File: src/rtl/pgs_pkg.sv
`timescale 1ns / 1ps
`default_nettype none

package pgs_pkg;

  typedef struct packed {
    logic       action;
    logic [7:0] data_byte;
    logic       packet_last;
  } in_word_t;

  typedef struct packed {
    logic [7:0] out_byte;
    logic       byte_valid;
    logic       unit_last;
    logic       key_frame;
    logic       corrupt;
  } out_word_t;

  typedef enum logic [4:0] {
    PH_TYPE  = 5'b00001,
    PH_LENHI = 5'b00010,
    PH_LENLO = 5'b00100,
    PH_BODY  = 5'b01000,
    PH_SKIP  = 5'b10000
  } phase_t;

  localparam logic        ACT_DATA         = 1'b0;
  localparam logic        ACT_EOS          = 1'b1;
  localparam logic [7:0]  SEG_PRESENTATION = 8'h16;
  localparam logic [7:0]  SEG_END_SET      = 8'h80;
  localparam logic [7:0]  KEY_MASK         = 8'hC0;
  localparam logic [3:0]  KEY_BODY_INDEX   = 4'd7;
  localparam logic [3:0]  BODY_INDEX_MAX   = 4'd15;
  localparam logic [15:0] MIN_PRES_BODY    = 16'd8;

endpackage

`default_nettype wire

File: src/rtl/pgs_display_set_merger.sv
// PGS display-set merger: takes subtitle packet payload one byte per word (with a
// last-byte-of-packet mark, or an end-of-stream word), passes every byte straight
// through and marks the last byte of each display-set unit, which closes on the
// end-of-display-set segment or early on a parse error at packet end. unit_last
// words carry the key flag from the presentation segment and a corrupt flag. An
// end of stream with an open unit yields one byteless, corrupt unit end; with no
// open unit it yields nothing. Throughput is one word per cycle while out_stall is
// low: the segment parse is combinational between the input register and the
// output register, which loads a result when it is empty or not stalled.
`timescale 1ns / 1ps
`default_nettype none

module pgs_display_set_merger (
  input  wire logic              clk,
  input  wire logic              rst,
  input  wire logic              in_valid,
  output logic                   in_stall,
  input  wire pgs_pkg::in_word_t in_data,
  output logic                   out_valid,
  input  wire logic              out_stall,
  output pgs_pkg::out_word_t     out_data
);

  pgs_pkg::in_word_t  item;
  pgs_pkg::out_word_t res;
  logic item_full;
  logic take;
  logic res_valid;
  logic can_load;

  pgs_in_stage u_in (
    .clk      (clk),
    .rst      (rst),
    .in_valid (in_valid),
    .in_stall (in_stall),
    .in_data  (in_data),
    .take     (take),
    .full     (item_full),
    .word     (item)
  );

  pgs_parser u_parser (
    .clk        (clk),
    .rst        (rst),
    .item_valid (item_full),
    .item       (item),
    .sink_ready (can_load),
    .take       (take),
    .res_valid  (res_valid),
    .res        (res)
  );

  pgs_out_stage u_out (
    .clk       (clk),
    .rst       (rst),
    .load      (res_valid),
    .load_word (res),
    .can_load  (can_load),
    .out_valid (out_valid),
    .out_stall (out_stall),
    .out_data  (out_data)
  );

endmodule

`default_nettype wire

File: src/rtl/pgs_in_stage.sv
`timescale 1ns / 1ps
`default_nettype none

module pgs_in_stage (
  input  wire logic              clk,
  input  wire logic              rst,
  input  wire logic              in_valid,
  output logic                   in_stall,
  input  wire pgs_pkg::in_word_t in_data,
  input  wire logic              take,
  output logic                   full,
  output pgs_pkg::in_word_t      word
);

  logic accept;

  assign in_stall = full && !take;
  assign accept   = in_valid && !in_stall;

  always_ff @(posedge clk) begin
    if (rst) begin
      full <= 1'b0;
    end else if (accept) begin
      full <= 1'b1;
    end else if (take) begin
      full <= 1'b0;
    end
  end

  always_ff @(posedge clk) begin
    if (accept) begin
      word <= in_data;
    end
  end

endmodule

`default_nettype wire

File: src/rtl/pgs_parser.sv
`timescale 1ns / 1ps
`default_nettype none

module pgs_parser (
  input  wire logic              clk,
  input  wire logic              rst,
  input  wire logic              item_valid,
  input  wire pgs_pkg::in_word_t item,
  input  wire logic              sink_ready,
  output logic                   take,
  output logic                   res_valid,
  output pgs_pkg::out_word_t     res
);

  pgs_pkg::phase_t phase, phase_next;
  logic [7:0]  kind, kind_next;
  logic [15:0] body_left, body_left_next;
  logic [3:0]  body_index, body_index_next;
  logic        pending_key, pending_key_next;
  logic        presentation_seen, presentation_seen_next;
  logic        key_flag, key_flag_next;
  logic        corrupt_flag, corrupt_flag_next;
  logic        unit_open, unit_open_next;

  logic        has_result;
  logic        seg_done;
  logic        unit_end;
  logic        bad;
  logic [15:0] bl;
  logic [7:0]  b;

  assign b          = item.data_byte;
  assign has_result = (item.action == pgs_pkg::ACT_DATA) || unit_open;
  assign take       = item_valid && (sink_ready || !has_result);

  always_comb begin
    phase_next             = phase;
    kind_next              = kind;
    body_left_next         = body_left;
    body_index_next        = body_index;
    pending_key_next       = pending_key;
    presentation_seen_next = presentation_seen;
    key_flag_next          = key_flag;
    corrupt_flag_next      = corrupt_flag;
    unit_open_next         = unit_open;
    res_valid              = 1'b0;
    res                    = '0;
    seg_done               = 1'b0;
    unit_end               = 1'b0;
    bad                    = 1'b0;
    bl                     = '0;
    if (take) begin
      if (item.action == pgs_pkg::ACT_EOS) begin
        phase_next = pgs_pkg::PH_TYPE;
        if (unit_open) begin
          res_valid              = 1'b1;
          res.unit_last          = 1'b1;
          res.key_frame          = key_flag;
          res.corrupt            = 1'b1;
          presentation_seen_next = 1'b0;
          key_flag_next          = 1'b0;
          pending_key_next       = 1'b0;
          corrupt_flag_next      = 1'b0;
          unit_open_next         = 1'b0;
        end
      end else begin
        unit_open_next = 1'b1;
        unique case (phase)
          pgs_pkg::PH_TYPE: begin
            kind_next  = b;
            phase_next = pgs_pkg::PH_LENHI;
          end
          pgs_pkg::PH_LENHI: begin
            body_left_next = {b, 8'h00};
            phase_next     = pgs_pkg::PH_LENLO;
          end
          pgs_pkg::PH_LENLO: begin
            bl               = {body_left[15:8], b};
            body_left_next   = bl;
            body_index_next  = '0;
            pending_key_next = 1'b0;
            if (kind == pgs_pkg::SEG_PRESENTATION &&
                (presentation_seen || bl < pgs_pkg::MIN_PRES_BODY)) begin
              corrupt_flag_next = 1'b1;
              phase_next        = pgs_pkg::PH_SKIP;
            end else if (bl == '0) begin
              seg_done = 1'b1;
            end else begin
              phase_next = pgs_pkg::PH_BODY;
            end
          end
          pgs_pkg::PH_BODY: begin
            if (kind == pgs_pkg::SEG_PRESENTATION && body_index == pgs_pkg::KEY_BODY_INDEX) begin
              pending_key_next = |(b & pgs_pkg::KEY_MASK);
            end
            if (body_index != pgs_pkg::BODY_INDEX_MAX) begin
              body_index_next = body_index + 4'd1;
            end
            bl             = body_left - 16'd1;
            body_left_next = bl;
            if (bl == '0) begin
              seg_done = 1'b1;
            end
          end
          default: begin
            phase_next = pgs_pkg::PH_SKIP;
          end
        endcase

        if (seg_done) begin
          phase_next = pgs_pkg::PH_TYPE;
          if (kind == pgs_pkg::SEG_PRESENTATION) begin
            presentation_seen_next = 1'b1;
            key_flag_next          = pending_key_next;
          end
          if (kind == pgs_pkg::SEG_END_SET) begin
            unit_end = 1'b1;
            bad      = !presentation_seen_next;
          end
        end
        if (!unit_end && item.packet_last && phase_next != pgs_pkg::PH_TYPE) begin
          unit_end = 1'b1;
          bad      = 1'b1;
        end

        res_valid      = 1'b1;
        res.out_byte   = b;
        res.byte_valid = 1'b1;
        if (unit_end) begin
          res.unit_last          = 1'b1;
          res.key_frame          = key_flag_next;
          res.corrupt            = bad | corrupt_flag_next;
          phase_next             = pgs_pkg::PH_TYPE;
          presentation_seen_next = 1'b0;
          key_flag_next          = 1'b0;
          pending_key_next       = 1'b0;
          corrupt_flag_next      = 1'b0;
          unit_open_next         = 1'b0;
        end else if (item.packet_last) begin
          phase_next = pgs_pkg::PH_TYPE;
        end
      end
    end
  end

  always_ff @(posedge clk) begin
    if (rst) begin
      phase             <= pgs_pkg::PH_TYPE;
      kind              <= '0;
      body_left         <= '0;
      body_index        <= '0;
      pending_key       <= 1'b0;
      presentation_seen <= 1'b0;
      key_flag          <= 1'b0;
      corrupt_flag      <= 1'b0;
      unit_open         <= 1'b0;
    end else begin
      phase             <= phase_next;
      kind              <= kind_next;
      body_left         <= body_left_next;
      body_index        <= body_index_next;
      pending_key       <= pending_key_next;
      presentation_seen <= presentation_seen_next;
      key_flag          <= key_flag_next;
      corrupt_flag      <= corrupt_flag_next;
      unit_open         <= unit_open_next;
    end
  end

  a_mid_unit_clean: assert property (@(posedge clk) disable iff (rst)
    res_valid && !res.unit_last |-> !res.key_frame && !res.corrupt)
    else $error("key or corrupt flag set on a word inside a unit");

  a_eos_corrupt: assert property (@(posedge clk) disable iff (rst)
    res_valid && !res.byte_valid |-> res.unit_last && res.corrupt)
    else $error("byteless word is not a corrupt unit end");

  a_unit_close: assert property (@(posedge clk) disable iff (rst)
    res_valid && res.unit_last |=> !unit_open && phase == pgs_pkg::PH_TYPE &&
      !presentation_seen && !corrupt_flag && !key_flag)
    else $error("unit state not cleared after unit end");

  a_body_nonzero: assert property (@(posedge clk) disable iff (rst)
    phase == pgs_pkg::PH_BODY |-> body_left != '0)
    else $error("body phase with no bytes left");

  a_no_result_idle: assert property (@(posedge clk) disable iff (rst)
    !take |-> !res_valid)
    else $error("result without a taken word");

endmodule

`default_nettype wire

File: src/rtl/pgs_out_stage.sv
`timescale 1ns / 1ps
`default_nettype none

module pgs_out_stage (
  input  wire logic               clk,
  input  wire logic               rst,
  input  wire logic               load,
  input  wire pgs_pkg::out_word_t load_word,
  output logic                    can_load,
  output logic                    out_valid,
  input  wire logic               out_stall,
  output pgs_pkg::out_word_t      out_data
);

  assign can_load = !out_valid || !out_stall;

  always_ff @(posedge clk) begin
    if (rst) begin
      out_valid <= 1'b0;
    end else if (load) begin
      out_valid <= 1'b1;
    end else if (!out_stall) begin
      out_valid <= 1'b0;
    end
  end

  always_ff @(posedge clk) begin
    if (load) begin
      out_data <= load_word;
    end
  end

endmodule

`default_nettype wire
File: config.mk
export PLATFORM = sky130hd
export DESIGN_NAME = pgs_display_set_merger
export DESIGN_NICKNAME = d
export VERILOG_FILES = /design/src/rtl/pgs_pkg.sv /design/src/rtl/pgs_display_set_merger.sv /design/src/rtl/pgs_in_stage.sv /design/src/rtl/pgs_parser.sv /design/src/rtl/pgs_out_stage.sv
export SDC_FILE = /design/constraint.sdc
export NUM_CORES = 1
export LEC_CHECK = 0
export BUFFER_PORTS_ARGS = -buffer_cell sky130_fd_sc_hd__buf_4
export CORE_MARGIN = 2
export CORE_UTILIZATION = 52
export DETAILED_ROUTE_END_ITERATION = 6
export HOLD_SLACK_MARGIN = 0.08
export PLACE_DENSITY = 0.71
export REMOVE_ABC_BUFFERS = 1
export SLEW_MARGIN = 15
export SYNTH_ARGS = -nofsm -noshare
export SYNTH_HDL_FRONTEND = slang
export SYNTH_HIERARCHICAL = 1
export SYNTH_SLANG_ARGS = --single-unit
File: constraint.sdc
create_clock -name clk -period 4.25 [get_ports clk]
set_input_delay 0.425 -clock clk [delete_from_list [all_inputs] [get_ports clk]]
set_output_delay 0.425 -clock clk [all_outputs]
set_load 0.05 [all_outputs]
==> results of run 1 <==
[power by group through the flow]
| stage | logic [mW] | clock network [mW] | registers [mW] |
|---|---|---|---|
| final | 0.0994 | 0.479 | 0.653 |
| after CTS | 0.0993 | 0.494 | 0.652 |
| after global placement | 0.0981 | 0 | 0.666 |
| after detailed placement | 0.0992 | 0 | 0.666 |
| after global routing | 0.107 | 0.520 | 0.655 |
| after floorplan | 0.0423 | 0 | 0.680 |
[area by class of cell]
type / instances / area, µm²
fillers: 521 / 2331
multi-input cells: 255 / 1570
flip-flops and latches: 62 / 1461
repair buffers: 28 / 210.2
clock buffers: 9 / 123.9
well taps: 75 / 93.84
clock inverters: 7 / 57.56
inverters: 10 / 37.54
[state kept, by name (all words and copies together), names as in the netlist, 4 cells and up]
name,count
u_parser/phase,5
u_parser/body_index,4
u_parser/body_left,16
u_in/word,10
u_parser/kind,8
u_out/out_data,12
[stage by stage]
step | cells | setup slack, ps
after floorplan | 327 | 1267
after global placement | 430 | 1045
after detailed placement | 430 | 938.8
after CTS | 446 | 928.1
after global routing | 446 | 695.6
final | 446 | 910.5
[how the worst max path moves through the flow]
| stage | start | endpoint | slack, ps | cells past startpoint |
|---|---|---|---|---|
| 2_1_floorplan | u_parser/body_left[0]$_SDFFE_PP0P_ | u_out/out_data[0]$_DFFE_PP_ | 1270 | 10 |
| 3_3_place_gp | u_parser/body_left[0]$_SDFFE_PP0P_ | u_out/out_data[0]$_DFFE_PP_ | 1040 | 10 |
| 3_5_place_dp | u_parser/body_left[0]$_SDFFE_PP0P_ | u_out/out_data[0]$_DFFE_PP_ | 940 | 10 |
| 4_1_cts | u_parser/body_left[0]$_SDFFE_PP0P_ | u_out/out_data[0]$_DFFE_PP_ | 930 | 10 |
| 5_1_grt | u_parser/body_left[0]$_SDFFE_PP0P_ | u_out/out_data[0]$_DFFE_PP_ | 700 | 10 |
| 6_report | u_parser/body_left[0]$_SDFFE_PP0P_ | u_out/out_data[0]$_DFFE_PP_ | 910 | 10 |
[critical path: stages (launching register included)]
cell and delay, ps:
dfxtp_1 370, inv_1 90, ha_1 260, or3b_4 450, nor4b_4 390, nor2b_1 90, a2111o_1 340, a211oi_2 350
mux2i_1 430, a21oi_2 140, and2_1 160
[cell usage in the layout (no fill, tap or decap), types with 3 or more instances in the layout]
cell      synthesis  layout
or4_1             3       3
nand2b_1          6       6
nor3_1           12      12
edfxtp_1         22      22
nand3_1           8       8
dfxtp_1          40      40
a32oi_1           3       3
a21oi_1          20      20
nand4_1           3       3
buf_4             0      28
a211oi_1          7       7
and3b_1           3       3
xor2_1            3       3
nand2_1          17      17
nand4b_1          4       4
or3_1             6       6
o22ai_1           4       4
a22oi_1           9       9
inv_1             9       9
nor4_1            6       6
nor2_1           58      58
o21ai_0          16      16
clkbuf_8          0       9
ha_1              3       3
and3_1            8       8
o31ai_1           3       3
mux2i_1           9       9
[per-layer routing]
metal  global-route usage, %  vias up
met3                   5.604       20
met2                   33.66      101
met4                   11.50        0
met1                   33.84     1255
li1                        -     1336
met5                       0        -
[cell families (layout without fill, tap and decap cells)]
kind of cell	count (synthesis)	count (layout)	synth area share, %
and+or+nand+nor	149	149	25.22
AOI/OAI and AO/OA	89	89	18.96
DFF	62	62	46.24
buffers and inverters	31	54	4.077
muxes	10	10	3.207
xor gates and xnor gates	4	4	1.109
adders and majority gates	3	3	1.188
==> summary.md, run 1 <==
| Metric | Value |
|---|---|
| I/O Pins | 28 |
| Routed wl met3 | 460 µm |
| Top Layer Used | met4 |
| Syn Std Cell Area | 0.003161 mm² |
| Finished Cell Area | approximately 0.0036 mm² |
| GR Overflow Total | 0 |
| Post-CTS sizing | 0 |
| Worst Setup Start Kind | flip-flop |
| WHS Path Cells | 1 |
| Pleak | 1.348 nW |
| Vias in the first global route | between 2000 and 2500 |
| Post-synth EDFFs | 22 |
| Synth cell types | 63 |
| Clock Pin Slew Worst Setup and Hold Paths | 70 ps |
| # setup viols final | 0 |
| Worst Path Max Fanout | 7 |
| Initial antenna violation count | 0 |
| Initial DRC count | 231 |
| Pwr Total | between 1 and 1.5 mW |
| Dominant synthesized flop cell | dfxtp_1 |
| R2R depth | 10 |
| Register bit count reported by yosys | 62 |
| CP Data Required Time | 4350 ps |
| Combinational power share | around 8% |
| Sw Share | between 20% and 30% |
| HP Class | in2reg |
| Avg Inst Size Synth | 9.082 µm² |
| Die Span X | 81.96 µm |
| Antenna Nets Post-Route | 0 |
| Rows | 28 |
| Post-synth top area share | 25.34% |
| Worst skew pair latency | ~350 ps |
| Fin Hold WS | roughly 250 ps |
| Hold wc startpoint | in_data[1] |
| Peak supply drop | 0.2601 mV |
| Port bufs | 27 |
| Largest net degree at the start of global routing | 41 |
| FF-to-FF End | u_out/out_data[0]$_DFFE_PP_ |
| CTS Sinks | 62 |
| WL/cell | roughly 17 µm |
| Element type at the critical path end | flip-flop |
| Max Freq | 299.4 MHz |
| Fin crit share | 78.58% |
| Die area | 0.006717 mm² |
| # Post-CTS Setup Buffers | 0 |
| H-tree levels | 3 |
| Synth top area cells | dfxtp_1 (25%), edfxtp_1 (21%), nor2_1 (6.9%), a21oi_1 (3.2%), mux2i_1 (2.9%) |
| First-pass GRT wire length | 11850 µm |
| Synth cell count leaders | nor2_1 (58), dfxtp_1 (40), edfxtp_1 (22) |
| FFs w/ async S/R, synth | 0% |
| P_sw | between 300 and 400 µW |
| Worst slew pin tran | 863.7 ps |
| Synth-to-layout area growth | 12.47% |
| Post-synth top area cell | dfxtp_1 |
| Max Slew Vio Count | 0 |
| Die H | 81.96 µm |
| Crit Path Category | reg2reg |
| GPL Wtd Cong | 0.9292 |
| Worst flop-to-flop path startpoint | u_parser/body_left[0]$_SDFFE_PP0P_ |
| Met1 Wirelength | 3454 µm |
| Clk buf depth | 2 |
| Setup TNS | 0 ps |
| DRC | 0 |
| Flop pwr share | 53.0% |
| Total track usage | 23.76% |
| Critical Path AT | 3440 ps |
| Post-Place Cell Area | 0.003373 mm² |
| Core area | between 0.005 and 0.006 mm² |
| RSZ-0062 raised after global routing | no |
| Clk_skew | 9.561 ps |
| Cell Int Power | 888.0 µW |
| CTS Buf Count | 9 |
| Setup slack, reg-to-reg | 910 ps |
| Most common cell in the synthesized netlist | nor2_1 |
| Synthesis warning total | 6 |
| Status | completed |
| Gate count after technology mapping | 348 |
| Power share of the clock group | 38.9% |
| Hold EP | u_in/word[1]$_DFFE_PP_ |
| DRT Wirelength | 7387 µm |
| Final HPWL DP | between 5000 and 6000 µm |
| # diodes | 0 |
| Root Driver | clkbuf_8 |
| Wire length on met2 | 3290 µm |
| Final Hold Fails | 0 |
| TritonCTS clock tree | done |
| Max-slew headroom | 42.21% |
| Final layout net count | 383 |
| Via/cell ratio | 6.081 |
| Starting Density | between 50% and 60% |
| Max cap viols | 0 |
| Seq/Total Area, Yosys | about 46% |
| PwrDens | 346.4 mW/mm² |
| Layout cells sized above 1 | 14.02% |
| Utilization after layout | between 60% and 70% |
| Pre-Repair DR Iteration Count | 6 |
| Vias | 2712 |
| Crit path time final | approximately 3300 ps |
| Hold Buf Count CTS | 0 |
(Power assumes the default switching activity.)
==> run 2: changes to the inputs <==
==> constraint.sdc (replaced) <==
create_clock -name clk -period 3.1 [get_ports clk]
set_input_delay 0.31 -clock clk [delete_from_list [all_inputs] [get_ports clk]]
set_output_delay 0.31 -clock clk [all_outputs]
set_load 0.05 [all_outputs]
==> run 2 against run 1 <==
  * Routed wire length grew 4.7%
  * Sequential power grew 35%
  * Critical path type unchanged
  * Maximum frequency up 14%
  * Register-to-register slack worse by 750 ps
  * Highest routed layer unchanged
  * Non-clock buffer count grew 20
  * Sequential share of layout area is 2.1 points lower
==> summary.md, run 2 (synthesis gave the netlist of run 1 again) <==
| Metric | Value |
|---|---|
| Most frequent cells in the layout | nor2_1 (58), buf_4 (48), dfxtp_1 (40) |
| Clock Pin Slew Worst Setup and Hold Paths | 70 ps (about the same) |
| Initial DRC count | 312 (+35%) |
| Peak supply drop | 0.3916 mV (+51%) |
| Clk buf depth | 2 (unchanged) |
| Largest Register | u_parser/body_left |
| # diodes | 0 (unchanged) |
| Critical path's slowest cell | or3b_4 |
| Total track usage | 25.10% (+1.3 points) |
| Storage cell area | 0.001461 mm² (unchanged) |
| Core area | 0.005886 mm² (unchanged) |
| Crit Path Category | reg2reg |
| HP Class | in2reg |
| Finished Cell Area | 0.003745 mm² (+5.4%) |
| CP Data Required Time | 3200 ps (-1150 ps) |
| Pre-Repair DR Iteration Count | 4 (-2) |
| Setup slack, reg-to-reg | 160 ps (-750 ps) |
| # setup viols final | 0 (unchanged) |
| Element type at the critical path end | flip-flop |
| CTS Buf Count | 9 (unchanged) |
| Vias | 2756 (+1.6%) |
| Setup TNS | 0 ps (unchanged) |
| WL/cell | 16.60 µm (+0.24%) |
| Area of the multi-input gates | 0.001578 mm² (+0.48%) |
| Max reg flops | 16 (unchanged) |
| Worst skew pair latency | 340 ps (about the same) |
| Busiest grt layer | met2 |
| Via/cell ratio | 5.914 (-2.7%) |
| Max-slew headroom | 44.89% (+2.7 points) |
| First-pass GRT wire length | 12520 µm (+5.6%) |
| Worst Setup Start Kind | flip-flop |
| Max Freq | 340.3 MHz (+14%) |
| I/O Pins | 28 (unchanged) |
| Final HPWL DP | 5337 µm (+6.0%) |
| Status | completed |
| Placed cells | 449 (+4.4%) |
| Buf+Inv Stages, Crit Path | 2 (+1) |
| Worst slew pin tran | 825.0 ps (-38.72 ps) |
| PwrDens | 484.2 mW/mm² (+40%) |
| Fin crit share | 94.79% (+16 points) |
| Starting Density | 53.70% (unchanged) |
| Largest net degree at the start of global routing | 41 (unchanged) |
| Final Hold Fails | 0 (unchanged) |
| Largest delay contributor family on the critical path | simple AND/OR/NAND/NOR gates |
| Rows | 28 (unchanged) |
| Worst Path Max Fanout | 7 (unchanged) |
| GR Overflow Total | 0 (unchanged) |
| GRT met2 Usage | 38.46% (+4.8 points) |
| Post-Place Cell Area | 0.003516 mm² (+4.2%) |
| CTS Sinks | 62 (unchanged) |
| RSZ-0062 raised after global routing | no |
| Largest registers in the final layout | u_parser/body_left: 16 flops, u_out/out_data: 12 flops, u_in/word: 10 flops |
| Max incr delay on CP | 430 ps (-20 ps) |
| DRC | 0 (unchanged) |
| Crit-path cells | inv_1 -> ha_1 -> or3b_4 -> nor4b_4 -> nor2b_1 -> a2111o_1 -> a211oi_4 -> mux2i_1 -> buf_4 -> a21oi_2 -> and2_1 |
| Die Span X | 81.96 µm (unchanged) |
| Max Slew Vio Count | 0 (unchanged) |
| GPL Wtd Cong | 0.9035 (-2.8%) |
| TritonCTS clock tree | done |
| Pleak | 1.465 nW (+8.7%) |
| Worst slack, placed | 122.4 ps (-816.4 ps) |
| Critical Path AT | 3040 ps (-400 ps) |
| Port bufs | 27 (unchanged) |
| Die H | 81.96 µm (unchanged) |
| Post-route insts no fill | 466 (+4.5%) |
| Antenna Nets Post-Route | 0 (unchanged) |
| Layout fillers | 497 (-4.6%) |
| Met3 Track Usage GR | 6.154% (+0.55 points) |
| Root Driver | clkbuf_8 |
| Utilization after layout | 63.63% (+3.2 points) |
| Crit path time final | 2939 ps (-401.0 ps) |
| Clk_skew | 8.764 ps (-0.7968 ps) |
| DRT Wirelength | 7737 µm (+4.7%) |
| Worst Slack Setup Final | 161.5 ps (-749.0 ps) |
| Layout cells sized above 1 | 18.16% (+4.1 points) |
| Final layout net count | 403 (+5.2%) |
| Vias in the first global route | 2584 (+8.9%) |
| Initial antenna violation count | 0 (unchanged) |
| H-tree levels | 3 (unchanged) |
| Routing usage on met1 | 33.38% (-0.46 points) |
| Max cap viols | 0 (unchanged) |
| Synth-to-layout area growth | 18.49% |
| Most common cell after layout, fill and taps aside | nor2_1 |
| Die area | 0.006717 mm² (unchanged) |
==> run 2: cell count changes in the layout (fill, tap and decap cells not counted), sizes merged <==
cell,previous run,this run
bufinv,0,2
clkinvlp,2,1
clkinv,3,4
buf,28,48
inv,12,9
clkbuf,9,10
==> run 2: final timing paths <==
kind,start,to,cells after the start
max,u_parser/body_left[0]$_SDFFE_PP0P_,u_out/out_data[0]$_DFFE_PP_,11
min,in_data[5],u_in/word[5]$_DFFE_PP_,1
max reg2reg,u_parser/body_left[0]$_SDFFE_PP0P_,u_out/out_data[0]$_DFFE_PP_,11
min reg2reg,u_parser/kind[0]$_SDFFE_PP0P_,u_parser/kind[0]$_SDFFE_PP0P_,2
==> run 2: repair_timing <==
| item | 4_1_cts | 5_1_grt |
|---|---|---|
| hold buffers | 0 | 0 |
| endpoints found under the setup margin | 0 | 2 |
| endpoints found under the hold margin | 0 | 0 |
| resized for setup | 0 | 1 |
| setup buffers | 0 | 1 |
==> run 2: per-layer routing <==
metal / vias up / wire length, µm
li1: 1368 / -
met1: 1289 / 3530
met2: 83 / 3536
met3: 16 / 468
met4: 0 / 201
met5: - / 0
==> run 2: through the flow <==
step | hold slack (ps) | power (mW)
2_1_floorplan | 379.1 | 0.9901
3_3_place_gp | 474.5 | 1.060
3_5_place_dp | 489.5 | 1.062
4_1_cts | 135.0 | 1.824
5_1_grt | 130.9 | 1.877
6_report | 143.0 | 1.813
==> run 2: area by class of cell <==
class                   count  share of cell area (%)
clock buffers              10                   3.408
clock inverters             6                   2.305
inverters                  10                   1.002
multi-input cells         255                   42.13
flip-flops and latches     62                   39.02
well taps                  75                   2.506
repair buffers             48                   9.622
==> run 2: power by group <==
group	internal [mW]	switching, mW
clock	0.451	0.318
sequential	0.869	0.0137
combinational	0.0586	0.102
total	1.38	0.434
